$ cat config.mk
export PLATFORM = sky130hd
export DESIGN_NAME = stereo_timestamp_matcher
export DESIGN_NICKNAME = d
export VERILOG_FILES = /design/src/rtl/core/stm_pkg.sv /design/src/rtl/core/stm_queue.sv /design/src/rtl/core/stm_alu.sv /design/src/rtl/core/stm_ctrl.sv /design/src/rtl/core/stereo_timestamp_matcher.sv
export SDC_FILE = /design/constraint.sdc
export NUM_CORES = 1
export LEC_CHECK = 0
export BUFFER_PORTS_ARGS = -buffer_cell sky130_fd_sc_hd__clkbuf_2
export CORE_MARGIN = 5
export CORE_UTILIZATION = 30
export DETAILED_ROUTE_END_ITERATION = 8
export GPL_TIMING_DRIVEN = 0
export PLACE_DENSITY = 0.41
export SETUP_SLACK_MARGIN = 0.5
export SYNTH_ARGS = -nofsm -noshare
export SYNTH_HDL_FRONTEND = slang
export SYNTH_HIERARCHICAL = 1
export SYNTH_SLANG_ARGS = --single-unit
$ cat constraint.sdc
create_clock -name clk_i -period 12.93 [get_ports clk_i]
set_input_delay 2.586 -clock clk_i [delete_from_list [all_inputs] [get_ports clk_i]]
set_output_delay 2.586 -clock clk_i [all_outputs]
set_load 0.03 [all_outputs]
$ cat src/rtl/core/stm_pkg.sv
// Shared constants, codes and control structs of the stereo timestamp matcher.
// Used by stm_queue, stm_alu, stm_ctrl and stereo_timestamp_matcher.
package stm_pkg;

  localparam int QUEUE_DEPTH = 4;
  localparam int TAG_BITS    = 8;

  localparam int STAMP_W = 64;
  localparam int TAG_W   = 8;
  localparam int WIN_W   = 32;
  localparam int IDX_W   = $clog2(QUEUE_DEPTH);
  localparam int ADDR_W  = $clog2(2 * QUEUE_DEPTH);
  localparam int CNT_W   = $clog2(QUEUE_DEPTH + 1);

  localparam logic [WIN_W-1:0] WINDOW_RESET = 32'd3000000;

  typedef enum logic [1:0] {
    KIND_PAIR    = 2'd0,
    KIND_RELEASE = 2'd1,
    KIND_REJECT  = 2'd2
  } kind_e;

  typedef enum logic [2:0] {
    ST_IDLE,
    ST_STORE,
    ST_READ,
    ST_SUB,
    ST_ABS,
    ST_DECIDE,
    ST_EMIT
  } state_e;

  typedef struct packed {
    logic wr_en;
    logic rd_en;
    logic pop_left;
    logic pop_right;
  } q_cmd_t;

  typedef struct packed {
    logic ne_left;
    logic ne_right;
    logic full_left;
    logic full_right;
  } q_stat_t;

  typedef struct packed {
    logic sub_en;
    logic abs_en;
  } alu_cmd_t;

  typedef struct packed {
    logic in_win;
    logic neg;
    logic nonzero;
  } alu_stat_t;

  typedef struct packed {
    logic  load;
    kind_e kind;
    logic  cam;
    logic  last;
  } emit_t;

endpackage

$ cat src/rtl/core/stm_queue.sv
// Two frame FIFOs, one per camera, sharing one stamp memory and one tag memory.
// Depends on stm_pkg for depths, widths and the command and status structs.
module stm_queue (
  input  logic                             clk_i,
  input  logic                             rst_ni,
  input  stm_pkg::q_cmd_t                  cmd_i,
  input  logic                             wr_cam_i,
  input  logic [stm_pkg::TAG_BITS-1:0]     wr_tag_i,
  input  logic [stm_pkg::STAMP_W-1:0]      wr_stamp_i,
  output stm_pkg::q_stat_t                 stat_o,
  output logic [stm_pkg::STAMP_W-1:0]      stamp_left_o,
  output logic [stm_pkg::STAMP_W-1:0]      stamp_right_o,
  output logic [stm_pkg::TAG_BITS-1:0]     tag_left_o,
  output logic [stm_pkg::TAG_BITS-1:0]     tag_right_o
);

  localparam int SUM_W = stm_pkg::IDX_W + 1;

  logic [stm_pkg::STAMP_W-1:0]  stamp_mem [2*stm_pkg::QUEUE_DEPTH];
  logic [stm_pkg::TAG_BITS-1:0] tag_mem   [2*stm_pkg::QUEUE_DEPTH];

  logic [stm_pkg::IDX_W-1:0] head_q [2];
  logic [stm_pkg::IDX_W-1:0] head_d [2];
  logic [stm_pkg::CNT_W-1:0] fill_q [2];
  logic [stm_pkg::CNT_W-1:0] fill_d [2];

  logic [stm_pkg::STAMP_W-1:0]  stamp_left_q, stamp_right_q;
  logic [stm_pkg::TAG_BITS-1:0] tag_left_q, tag_right_q;

  logic [SUM_W-1:0]          wr_sum;
  logic [stm_pkg::IDX_W-1:0] wr_idx;
  logic [stm_pkg::ADDR_W-1:0] wr_addr, rd_addr_left, rd_addr_right;
  logic                      pop [2];

  function automatic logic [stm_pkg::ADDR_W-1:0] slot_addr(
      input logic cam, input logic [stm_pkg::IDX_W-1:0] idx);
    logic [stm_pkg::ADDR_W-1:0] base;
    base = cam ? stm_pkg::ADDR_W'(stm_pkg::QUEUE_DEPTH) : '0;
    return base + stm_pkg::ADDR_W'(idx);
  endfunction

  always_comb begin
    // The tail slot is the head plus the fill level, wrapped at the depth.
    wr_sum = SUM_W'(head_q[wr_cam_i]) + SUM_W'(fill_q[wr_cam_i]);
    if (wr_sum >= SUM_W'(stm_pkg::QUEUE_DEPTH)) begin
      wr_sum = wr_sum - SUM_W'(stm_pkg::QUEUE_DEPTH);
    end
    wr_idx        = wr_sum[stm_pkg::IDX_W-1:0];
    wr_addr       = slot_addr(wr_cam_i, wr_idx);
    rd_addr_left  = slot_addr(1'b0, head_q[0]);
    rd_addr_right = slot_addr(1'b1, head_q[1]);
  end

  assign pop[0] = cmd_i.pop_left;
  assign pop[1] = cmd_i.pop_right;

  always_comb begin
    for (int c = 0; c < 2; c++) begin
      head_d[c] = head_q[c];
      fill_d[c] = fill_q[c];
      if (cmd_i.wr_en && (wr_cam_i == c[0])) begin
        fill_d[c] = fill_q[c] + stm_pkg::CNT_W'(1);
      end
      if (pop[c]) begin
        fill_d[c] = fill_q[c] - stm_pkg::CNT_W'(1);
        if (head_q[c] == stm_pkg::IDX_W'(stm_pkg::QUEUE_DEPTH - 1)) begin
          head_d[c] = '0;
        end else begin
          head_d[c] = head_q[c] + stm_pkg::IDX_W'(1);
        end
      end
    end
  end

  always_ff @(posedge clk_i or negedge rst_ni) begin
    if (!rst_ni) begin
      for (int c = 0; c < 2; c++) begin
        head_q[c] <= '0;
        fill_q[c] <= '0;
      end
    end else begin
      for (int c = 0; c < 2; c++) begin
        head_q[c] <= head_d[c];
        fill_q[c] <= fill_d[c];
      end
    end
  end

  always_ff @(posedge clk_i) begin
    if (cmd_i.wr_en) begin
      stamp_mem[wr_addr] <= wr_stamp_i;
      tag_mem[wr_addr]   <= wr_tag_i;
    end
    if (cmd_i.rd_en) begin
      stamp_left_q  <= stamp_mem[rd_addr_left];
      stamp_right_q <= stamp_mem[rd_addr_right];
      tag_left_q    <= tag_mem[rd_addr_left];
      tag_right_q   <= tag_mem[rd_addr_right];
    end
  end

  assign stat_o.ne_left    = (fill_q[0] != '0);
  assign stat_o.ne_right   = (fill_q[1] != '0);
  assign stat_o.full_left  = (fill_q[0] == stm_pkg::CNT_W'(stm_pkg::QUEUE_DEPTH));
  assign stat_o.full_right = (fill_q[1] == stm_pkg::CNT_W'(stm_pkg::QUEUE_DEPTH));

  assign stamp_left_o  = stamp_left_q;
  assign stamp_right_o = stamp_right_q;
  assign tag_left_o    = tag_left_q;
  assign tag_right_o   = tag_right_q;

endmodule

$ cat src/rtl/core/stm_alu.sv
// Shared 64-bit subtractor that forms the head difference and then its magnitude.
// Depends on stm_pkg for widths and the command and status structs.
module stm_alu (
  input  logic                         clk_i,
  input  stm_pkg::alu_cmd_t            cmd_i,
  input  logic [stm_pkg::STAMP_W-1:0]  stamp_left_i,
  input  logic [stm_pkg::STAMP_W-1:0]  stamp_right_i,
  input  logic [stm_pkg::WIN_W-1:0]    window_i,
  output stm_pkg::alu_stat_t           stat_o
);

  logic [stm_pkg::STAMP_W-1:0] acc_q, acc_d;
  logic                        neg_q, neg_d;
  logic                        nonzero_q, nonzero_d;
  logic [stm_pkg::STAMP_W-1:0] op_x, op_y, diff;

  // One adder serves both steps: left minus right, then zero minus a negative difference.
  always_comb begin
    op_x = cmd_i.sub_en ? stamp_left_i : '0;
    op_y = cmd_i.sub_en ? stamp_right_i : acc_q;
    diff = op_x + ~op_y + stm_pkg::STAMP_W'(1);
  end

  always_comb begin
    acc_d     = acc_q;
    neg_d     = neg_q;
    nonzero_d = nonzero_q;
    if (cmd_i.sub_en) begin
      acc_d     = diff;
      neg_d     = diff[stm_pkg::STAMP_W-1];
      nonzero_d = (diff != '0);
    end else if (cmd_i.abs_en && neg_q) begin
      acc_d = diff;
    end
  end

  always_ff @(posedge clk_i) begin
    acc_q     <= acc_d;
    neg_q     <= neg_d;
    nonzero_q <= nonzero_d;
  end

  assign stat_o.in_win  = (acc_q[stm_pkg::STAMP_W-1:stm_pkg::WIN_W] == '0) &&
                          (acc_q[stm_pkg::WIN_W-1:0] <= window_i);
  assign stat_o.neg     = neg_q;
  assign stat_o.nonzero = nonzero_q;

endmodule

$ cat src/rtl/core/stm_ctrl.sv
// Sequencer: stores or rejects a frame, steps the shared unit once per comparison.
// Depends on stm_pkg for the state enum, result codes and control structs.
module stm_ctrl (
  input  logic                 clk_i,
  input  logic                 rst_ni,
  input  logic                 in_valid_i,
  input  logic                 cam_i,
  input  stm_pkg::q_stat_t     q_stat_i,
  input  stm_pkg::alu_stat_t   alu_stat_i,
  input  logic                 out_free_i,
  output logic                 busy_o,
  output stm_pkg::q_cmd_t      q_cmd_o,
  output stm_pkg::alu_cmd_t    alu_cmd_o,
  output stm_pkg::emit_t       emit_o
);

  stm_pkg::state_e state_q, state_d;
  stm_pkg::kind_e  kind_q, kind_d;
  logic            cam_q, cam_d;
  logic [stm_pkg::CNT_W-1:0] cnt_q, cnt_d;

  logic            full_sel, other_ne, last;
  stm_pkg::kind_e  dec_kind;
  logic            dec_cam;

  assign full_sel = cam_i ? q_stat_i.full_right : q_stat_i.full_left;
  assign other_ne = cam_i ? q_stat_i.ne_left : q_stat_i.ne_right;

  // Pair when within the window, otherwise release the older head.
  always_comb begin
    if (alu_stat_i.in_win) begin
      dec_kind = stm_pkg::KIND_PAIR;
      dec_cam  = 1'b0;
    end else if (!alu_stat_i.neg && alu_stat_i.nonzero) begin
      dec_kind = stm_pkg::KIND_RELEASE;
      dec_cam  = 1'b1;
    end else begin
      dec_kind = stm_pkg::KIND_RELEASE;
      dec_cam  = 1'b0;
    end
  end

  // Queue levels already reflect the pops made in the decide step.
  assign last = (kind_q == stm_pkg::KIND_REJECT) ||
                !(q_stat_i.ne_left && q_stat_i.ne_right &&
                  ((cnt_q + stm_pkg::CNT_W'(1)) < stm_pkg::CNT_W'(stm_pkg::QUEUE_DEPTH)));

  always_comb begin
    state_d = state_q;
    kind_d  = kind_q;
    cam_d   = cam_q;
    cnt_d   = cnt_q;
    case (state_q)
      stm_pkg::ST_IDLE: begin
        if (in_valid_i) begin
          state_d = stm_pkg::ST_STORE;
        end
      end
      stm_pkg::ST_STORE: begin
        cnt_d = '0;
        if (full_sel) begin
          kind_d  = stm_pkg::KIND_REJECT;
          cam_d   = cam_i;
          state_d = stm_pkg::ST_EMIT;
        end else if (other_ne) begin
          state_d = stm_pkg::ST_READ;
        end else begin
          state_d = stm_pkg::ST_IDLE;
        end
      end
      stm_pkg::ST_READ:   state_d = stm_pkg::ST_SUB;
      stm_pkg::ST_SUB:    state_d = stm_pkg::ST_ABS;
      stm_pkg::ST_ABS:    state_d = stm_pkg::ST_DECIDE;
      stm_pkg::ST_DECIDE: begin
        kind_d  = dec_kind;
        cam_d   = dec_cam;
        state_d = stm_pkg::ST_EMIT;
      end
      stm_pkg::ST_EMIT: begin
        if (out_free_i) begin
          cnt_d   = cnt_q + stm_pkg::CNT_W'(1);
          state_d = last ? stm_pkg::ST_IDLE : stm_pkg::ST_READ;
        end
      end
      default: state_d = stm_pkg::ST_IDLE;
    endcase
  end

  always_comb begin
    busy_o              = (state_q != stm_pkg::ST_IDLE);
    q_cmd_o.wr_en       = (state_q == stm_pkg::ST_STORE) && !full_sel;
    q_cmd_o.rd_en       = (state_q == stm_pkg::ST_READ);
    q_cmd_o.pop_left    = 1'b0;
    q_cmd_o.pop_right   = 1'b0;
    if (state_q == stm_pkg::ST_DECIDE) begin
      q_cmd_o.pop_left  = (dec_kind == stm_pkg::KIND_PAIR) || !dec_cam;
      q_cmd_o.pop_right = (dec_kind == stm_pkg::KIND_PAIR) || dec_cam;
    end
    alu_cmd_o.sub_en    = (state_q == stm_pkg::ST_SUB);
    alu_cmd_o.abs_en    = (state_q == stm_pkg::ST_ABS);
    emit_o.load         = (state_q == stm_pkg::ST_EMIT) && out_free_i;
    emit_o.kind         = kind_q;
    emit_o.cam          = cam_q;
    emit_o.last         = last;
  end

  always_ff @(posedge clk_i or negedge rst_ni) begin
    if (!rst_ni) begin
      state_q <= stm_pkg::ST_IDLE;
      kind_q  <= stm_pkg::KIND_PAIR;
      cam_q   <= 1'b0;
      cnt_q   <= '0;
    end else begin
      state_q <= state_d;
      kind_q  <= kind_d;
      cam_q   <= cam_d;
      cnt_q   <= cnt_d;
    end
  end

endmodule

$ cat src/rtl/core/stereo_timestamp_matcher.sv
// Top level of the stereo timestamp matcher: ports, window register, output register.
// Depends on stm_pkg, stm_queue, stm_alu and stm_ctrl.
//
//   channel  direction  handshake            payload
//   in       input      in_valid_i/in_stall_o camera_i, tag_i, stamp_i
//   out      output     out_valid_o/out_stall_i kind_o, camera_out_o, tag_a_o, tag_b_o, last_o
//   cfg      input      cfg_valid_i/cfg_ready_o cfg_data_i (match window)
//
// A request that only fills a queue ends after the store step; a rejected one also
// emits its reject. Each head comparison steps through read, subtract, magnitude,
// decide and emit on the one shared 64-bit subtractor.
// Reset clears both queues and loads the window with 3000000; no clearing pass.
// in_stall_o is high from acceptance until the frame is stored or its last result is loaded;
// a stalled output holds its result while the next comparison proceeds up to the emit step.
module stereo_timestamp_matcher (
  input  logic                        clk_i,
  input  logic                        rst_ni,
  input  logic                        in_valid_i,
  output logic                        in_stall_o,
  input  logic                        camera_i,
  input  logic [stm_pkg::TAG_W-1:0]   tag_i,
  input  logic [stm_pkg::STAMP_W-1:0] stamp_i,
  output logic                        out_valid_o,
  input  logic                        out_stall_i,
  output logic [1:0]                  kind_o,
  output logic                        camera_out_o,
  output logic [stm_pkg::TAG_W-1:0]   tag_a_o,
  output logic [stm_pkg::TAG_W-1:0]   tag_b_o,
  output logic                        last_o,
  input  logic                        cfg_valid_i,
  output logic                        cfg_ready_o,
  input  logic [stm_pkg::WIN_W-1:0]   cfg_data_i
);

  logic                         busy, in_accept, out_free;
  logic [stm_pkg::WIN_W-1:0]    window_q;
  logic                         cam_q;
  logic [stm_pkg::TAG_BITS-1:0] tag_q;
  logic [stm_pkg::STAMP_W-1:0]  stamp_q;

  stm_pkg::q_cmd_t    q_cmd;
  stm_pkg::q_stat_t   q_stat;
  stm_pkg::alu_cmd_t  alu_cmd;
  stm_pkg::alu_stat_t alu_stat;
  stm_pkg::emit_t     emit;

  logic [stm_pkg::STAMP_W-1:0]  head_stamp_left, head_stamp_right;
  logic [stm_pkg::TAG_BITS-1:0] head_tag_left, head_tag_right;

  logic                        out_valid_q, out_valid_d;
  stm_pkg::kind_e              out_kind_q;
  logic                        out_cam_q, out_last_q;
  logic [stm_pkg::TAG_W-1:0]   out_tag_a_q, out_tag_b_q, tag_a_d, tag_b_d;

  assign in_stall_o  = busy;
  assign in_accept   = in_valid_i && !busy;
  assign cfg_ready_o = 1'b1;
  assign out_free    = !out_valid_q || !out_stall_i;

  always_ff @(posedge clk_i or negedge rst_ni) begin
    if (!rst_ni) begin
      window_q <= stm_pkg::WINDOW_RESET;
    end else if (cfg_valid_i) begin
      window_q <= cfg_data_i;
    end
  end

  always_ff @(posedge clk_i) begin
    if (in_accept) begin
      cam_q   <= camera_i;
      tag_q   <= tag_i[stm_pkg::TAG_BITS-1:0];
      stamp_q <= stamp_i;
    end
  end

  stm_queue u_queue (
    .clk_i         (clk_i),
    .rst_ni        (rst_ni),
    .cmd_i         (q_cmd),
    .wr_cam_i      (cam_q),
    .wr_tag_i      (tag_q),
    .wr_stamp_i    (stamp_q),
    .stat_o        (q_stat),
    .stamp_left_o  (head_stamp_left),
    .stamp_right_o (head_stamp_right),
    .tag_left_o    (head_tag_left),
    .tag_right_o   (head_tag_right)
  );

  stm_alu u_alu (
    .clk_i         (clk_i),
    .cmd_i         (alu_cmd),
    .stamp_left_i  (head_stamp_left),
    .stamp_right_i (head_stamp_right),
    .window_i      (window_q),
    .stat_o        (alu_stat)
  );

  stm_ctrl u_ctrl (
    .clk_i      (clk_i),
    .rst_ni     (rst_ni),
    .in_valid_i (in_valid_i),
    .cam_i      (cam_q),
    .q_stat_i   (q_stat),
    .alu_stat_i (alu_stat),
    .out_free_i (out_free),
    .busy_o     (busy),
    .q_cmd_o    (q_cmd),
    .alu_cmd_o  (alu_cmd),
    .emit_o     (emit)
  );

  always_comb begin
    tag_b_d = '0;
    case (emit.kind)
      stm_pkg::KIND_PAIR: begin
        tag_a_d = stm_pkg::TAG_W'(head_tag_left);
        tag_b_d = stm_pkg::TAG_W'(head_tag_right);
      end
      stm_pkg::KIND_RELEASE: begin
        tag_a_d = emit.cam ? stm_pkg::TAG_W'(head_tag_right)
                           : stm_pkg::TAG_W'(head_tag_left);
      end
      stm_pkg::KIND_REJECT: tag_a_d = stm_pkg::TAG_W'(tag_q);
      default:              tag_a_d = '0;
    endcase
  end

  assign out_valid_d = emit.load || (out_valid_q && out_stall_i);

  always_ff @(posedge clk_i or negedge rst_ni) begin
    if (!rst_ni) begin
      out_valid_q <= 1'b0;
    end else begin
      out_valid_q <= out_valid_d;
    end
  end

  always_ff @(posedge clk_i) begin
    if (emit.load) begin
      out_kind_q  <= emit.kind;
      out_cam_q   <= emit.cam;
      out_last_q  <= emit.last;
      out_tag_a_q <= tag_a_d;
      out_tag_b_q <= tag_b_d;
    end
  end

  assign out_valid_o  = out_valid_q;
  assign kind_o       = out_kind_q;
  assign camera_out_o = out_cam_q;
  assign tag_a_o      = out_tag_a_q;
  assign tag_b_o      = out_tag_b_q;
  assign last_o       = out_last_q;

endmodule

# == Word-level counts from Yosys, hierarchy flattened ==
# Memory sizes are Yosys's and may differ from the RTL's. A register that Yosys moved wholly into a read port is not among the register bits.
# Index checks and enable logic that the tools add are counted.
# W data, S select, Z words.
# classes
addsub,13
n_mul,0
div,0
n_lt_le_gt_ge,4
eq_ne,15
shifts,0
n_mux,40
bitwise_logic,3
n_reduce_logical,39
# ops
cell,n
$mux W64,4
$add A64 B1 Y64 const B,1
$add A64 B64 Y64,1
$not A64 Y64,1
$reduce_bool A64 Y1,1
$mux W3,12
$le A32 B32 Y1,1
$logic_not A32 Y1,1
$pmux W8 S3,1
$pmux W3 S7,1
$mux W2,10
$eq A3 B3 Y1 const B,5
$logic_and A1 B1 Y1,11
$reduce_bool A2 Y1,5
$add A3 B1 Y3 const B,3
$reduce_bool A3 Y1,3
$mux W1,8
$mux W8,1
$logic_not A1 Y1,7
$eq A2 B2 Y1 const B,3
$eq A3 B2 Y1 const B,2
$pmux W3 S2,1
$reduce_and A2 Y1,3
$sub A3 B1 Y3 const B,2
other kinds (19),26
# word_totals
ff_bits,211
latch_bits,0
ram_bits,576
rom_bits,0
inputBits,110
output_inout_bits,23
memories,2
# mem_list
memory,depth,word_bits,read_ports,rd_ports_with_merged_regs,wr,line_no,source
u_queue.stamp_mem,8,64,2,2,1,stm_queue.sv:19,logic [stm_pkg::STAMP_W-1:0] stamp_mem [2*stm_pkg::QUEUE_DEPTH];
u_queue.tag_mem,8,8,2,2,1,stm_queue.sv:20,logic [stm_pkg::TAG_BITS-1:0] tag_mem [2*stm_pkg::QUEUE_DEPTH];

# == Longest topological paths before layout ==
# logic_depth
depth_word,8
ltp_mapped,21
depth_no_buf,20

# == Hierarchy ==
# The synthesis kept the hierarchy.
# modules_own_cells
module,n_inst,cells_each,area_each_um2,seq_area_each_um2
stm_queue,1,960,25747.2,21871.0
stm_alu,1,997,8323.0,1981.9
stereo_timestamp_matcher,1,215,4461.8,3631.0
stm_ctrl,1,65,618.1,225.2

# == Worst setup path after synthesis ==
# OpenSTA, ideal clock, no wires.
# synth_path
path_kind,register to register
start,reg u_queue/fill_q[0] in the netlist's numbering
end,mem u_queue/stamp_mem[2][0] in the netlist's numbering (enable)
setup_ps,605
t_arrival_ps,6863
setup_slack_ps,5461
stages_incl_launch_ff,7
synth_period_minus_slack_ps,7469
path_cell_list,dfrtp_1 inv_1 and3_1 mux2_4 nor3b_1 nor2b_1 nor3b_1
# synth_lines
element,line_no,source
start: declaration,stm_queue.sv:24,logic [stm_pkg::CNT_W-1:0] fill_q [2];
start signal: indexed assignment,stm_queue.sv:84,fill_q[c] <= fill_d[c];
end: declaration,stm_queue.sv:19,

==> impl_metrics.ini <==
[route]
wl_per_cell_um = 22.5
drt_iter0_markers = 1443
totalWireLength_mm = 98.2
num_vias = 20700
drtAntennaViolNets = 0
first_pass_iters = 5
drc = 0
viasPerCell = 4.76

[sta]
hold_slack_ns = 0.478
finalClockSkew_ns = 0.0366
max_slew.worst_pin.slew_ns = 1.12
rsz0062_at_grt = no
hold_violations = 0
finalCriticalPeriod_ns = 7.70
tns_ns = 0
slew_viol_final = 0
finalSetupViolations = 0
post-route-period-util_pct = 59.6
timing.fmax_mhz = 130
slew_headroom_pct = 25.4

[clocking]
cts_hold_buf = 0
cts_tree = yes
clkTransAtPathRegs_ns = 0.06
cts_setup_buffers = 0
htreeDepth = 3
clk_latency_ns = 0.72
cts_resized = 0
cts_buffers = 104
clkSinkCount = 931
cts_root_buf = clkbuf_16
clockBufferDepth = 3

[run]
cap_violations = 0

[worst_setup_path]
crit_family = simple AND/OR/NAND/NOR gates
timing.critical_path.required_ns = 13.34
cp_slowest_stage_delay_ns = 0.85
crit_buf_inv = 4
crit_type = reg -> reg
startpoint = u_ctrl/state_q[2]$_DFFE_PN0P_
cp_max_fo = 10
r2r_start = u_ctrl/state_q[2]$_DFFE_PN0P_
crit_arrival_ns = 8.11
cp-end-kind = flop
cpMaxStageDelayCell = clkbuf_1
cp-start-kind = flop
path_cells = buf_4 -> buf_4 -> nor2_1 -> clkbuf_1 -> clkbuf_1 -> mux2i_1 -> ha_1 -> o211ai_2 -> o211a_1 -> o31ai_2 -> nand3_1 -> a21oi_2 -> mux2_2 -> a211oi_1 -> or4b_1 -> or4_1 -> nor4_1 -> nand4_1

[worst_hold_path]
hold_path_class = reg -> reg
worstHoldStart = u_queue/fill_q[2]$_DFFE_PN0P_

[logic_synthesis]
syn_nets = 2449
yosys.area.top_type_share_pct = 67.4
synthTopCellsByArea = edfxtp_1 67%, mux4_2 8.3%, ha_1 3.2%, dfrtp_1 2.7%, mux2i_1 1.9%
synth-seq-cells = 931
synth-seq-area-share_pct = 70.8
dominantRegCellSynth = edfxtp_1
async_reset_ff_share_pct = 5.59
synth_area_leader_cell = edfxtp_1
synth_cell_types = 91
syn_area_um2 = 39200
syn_area_per_cell_um2 = 17.5
synth_edf_count = 879
yosysWarningCount = 6
netlist_instances = 2237

[global_route]
grt_usage_pct = 14.3
grt_max_degree = 53
overflow = 0
antenna_found_initial = 3
first_global_vias = 22100
grt_pass1_wl_mm = 146

[floorplanning]
io_pins = 133
fp.dieW_um = 371
start_util_pct = 30.2
dieArea_um2 = 138000
die-height_um = 371
fp.coreArea_um2 = 130000
num_rows = 132

[pwr]
vdd_drop_max_uv = 116
powerDensity_nw_per_um2 = 228
p_leak_nw = 15.7
total_power_w = 0.0105

[cells_and_area]
layout-drive-gt1-share_pct = 23.7
area_delta_synth_final_pct = 18.2
nFillCells = 12200
final_net_count = 2737
layout_commonest_cell = edfxtp_1
final_cell_mix = 879 x edfxtp_1, 144 x mux4_2, 132 x clkbuf_2

[run_status]
status = completed

[placed_design]
dp_hpwl_mm = 69.7
place.gp.congestion = 0.846
portBuffers = 130
-- Yosys cell counts (4+ instances only) --
cell type,number
a211o_1,4
a211oi_1,8
a21o_1,30
a21oi_1,96
a31oi_1,11
and2_1,77
and3_1,13
and4_1,5
buf_2,25
buf_4,12
buf_6,19
clkbuf_1,36
dfrtp_1,42
dfstp_2,10
edfxtp_1,879
ha_1,99
inv_1,67
mux2_2,36
mux2i_1,74
mux4_2,144
nand2_1,81
nand2b_1,16
nand3_1,18
nand4_1,31
nand4b_1,9
nor2_1,74
nor2b_1,11
nor3_1,23
nor3b_1,5
nor4_1,15
nor4bb_1,4
o211ai_1,10
o21a_1,12
o21ai_0,59
o21ai_1,4
o21bai_1,12
o221ai_2,7
or3_1,8
xnor2_1,44
xor2_1,24
-- metal layers --
metal	up-vias	part of all wire, %	global-route usage [%]
li1	9479	-	-
met1	10700	45	19.5
met2	421	48	23.5
met3	151	4.2	2.73
met4	0	2.5	4.03
met5	-	0	0
-- metrics by stage --
stage               util, %  cells  worst slack (ns)  instance area [µm²]
CTS                    35.7   4355              4.98                46300
finish                 35.7   4356              5.23                46300
detailed placement     33.1   4161              5.05                42900
floorplan                 -   2237              5.46                39200
global route           35.7   4355              4.82                46300
global placement       32.4   4109             -1.70                42000
-- final cells by class --
| type | instances | area, µm² | share of cell area [%] |
|---|---|---|---|
| antenna | 1 | 2.50 | 0.00541 |
| buffer | 96 | 583 | 1.26 |
| clock buffer | 131 | 2780 | 6.00 |
| clock inverter | 63 | 629 | 1.36 |
| inverter | 67 | 251 | 0.544 |
| multi-input combinational | 1143 | 10700 | 23.1 |
| sequential | 931 | 27700 | 59.9 |
| tap | 1742 | 2180 | 4.71 |
| timing repair buffer | 182 | 1460 | 3.15 |
-- final timing paths --
| check | endpoint | slack [ns] | depth (start not counted) |
|---|---|---|---|
| max | u_alu/nonzero_q$_DFFE_PP_ | 5.23 | 18 |
| min in group asynchronous | window_q[4]$_DFFE_PN0P_ | 2.01 | 1 |
| min | u_queue/fill_q[2]$_DFFE_PN0P_ | 0.48 | 1 |
| max in group asynchronous | window_q[23]$_DFFE_PN0P_ | 10.39 | 1 |
| max reg2reg | u_alu/nonzero_q$_DFFE_PP_ | 5.23 | 18 |
| min reg2reg | u_queue/fill_q[2]$_DFFE_PN0P_ | 0.48 | 1 |
-- report_power, final --
group	internal (W)	switching, W	leakage, nW
registers	0.00413	0.000284	8.59
clock network	0.00172	0.00121	1.65
logic	0.00125	0.00193	5.48
-- registers in the layout (all words and copies together) (netlist names), 32 cells and up --
register and flops:
u_alu/acc_q 64, window_q 32, u_queue/tag_mem 64, u_queue/stamp_right_o 64, u_queue/stamp_left_o 64, u_queue/stamp_mem 512, stamp_q 64
-- cells by family after synthesis --
kind of cell / count (synthesis) / share of synthesized area [%]
flip-flops: 931 / 70.8
AND/OR/NAND/NOR: 407 / 5.62
AO/OA/AOI/OAI: 308 / 5.31
multiplexers: 257 / 11.3
buffers and inverters: 163 / 2.13
adder cells (fa/ha/maj): 102 / 3.32
XOR/XNOR: 68 / 1.52
other: 1 / 0.00958
(Power assumes the default switching activity.)
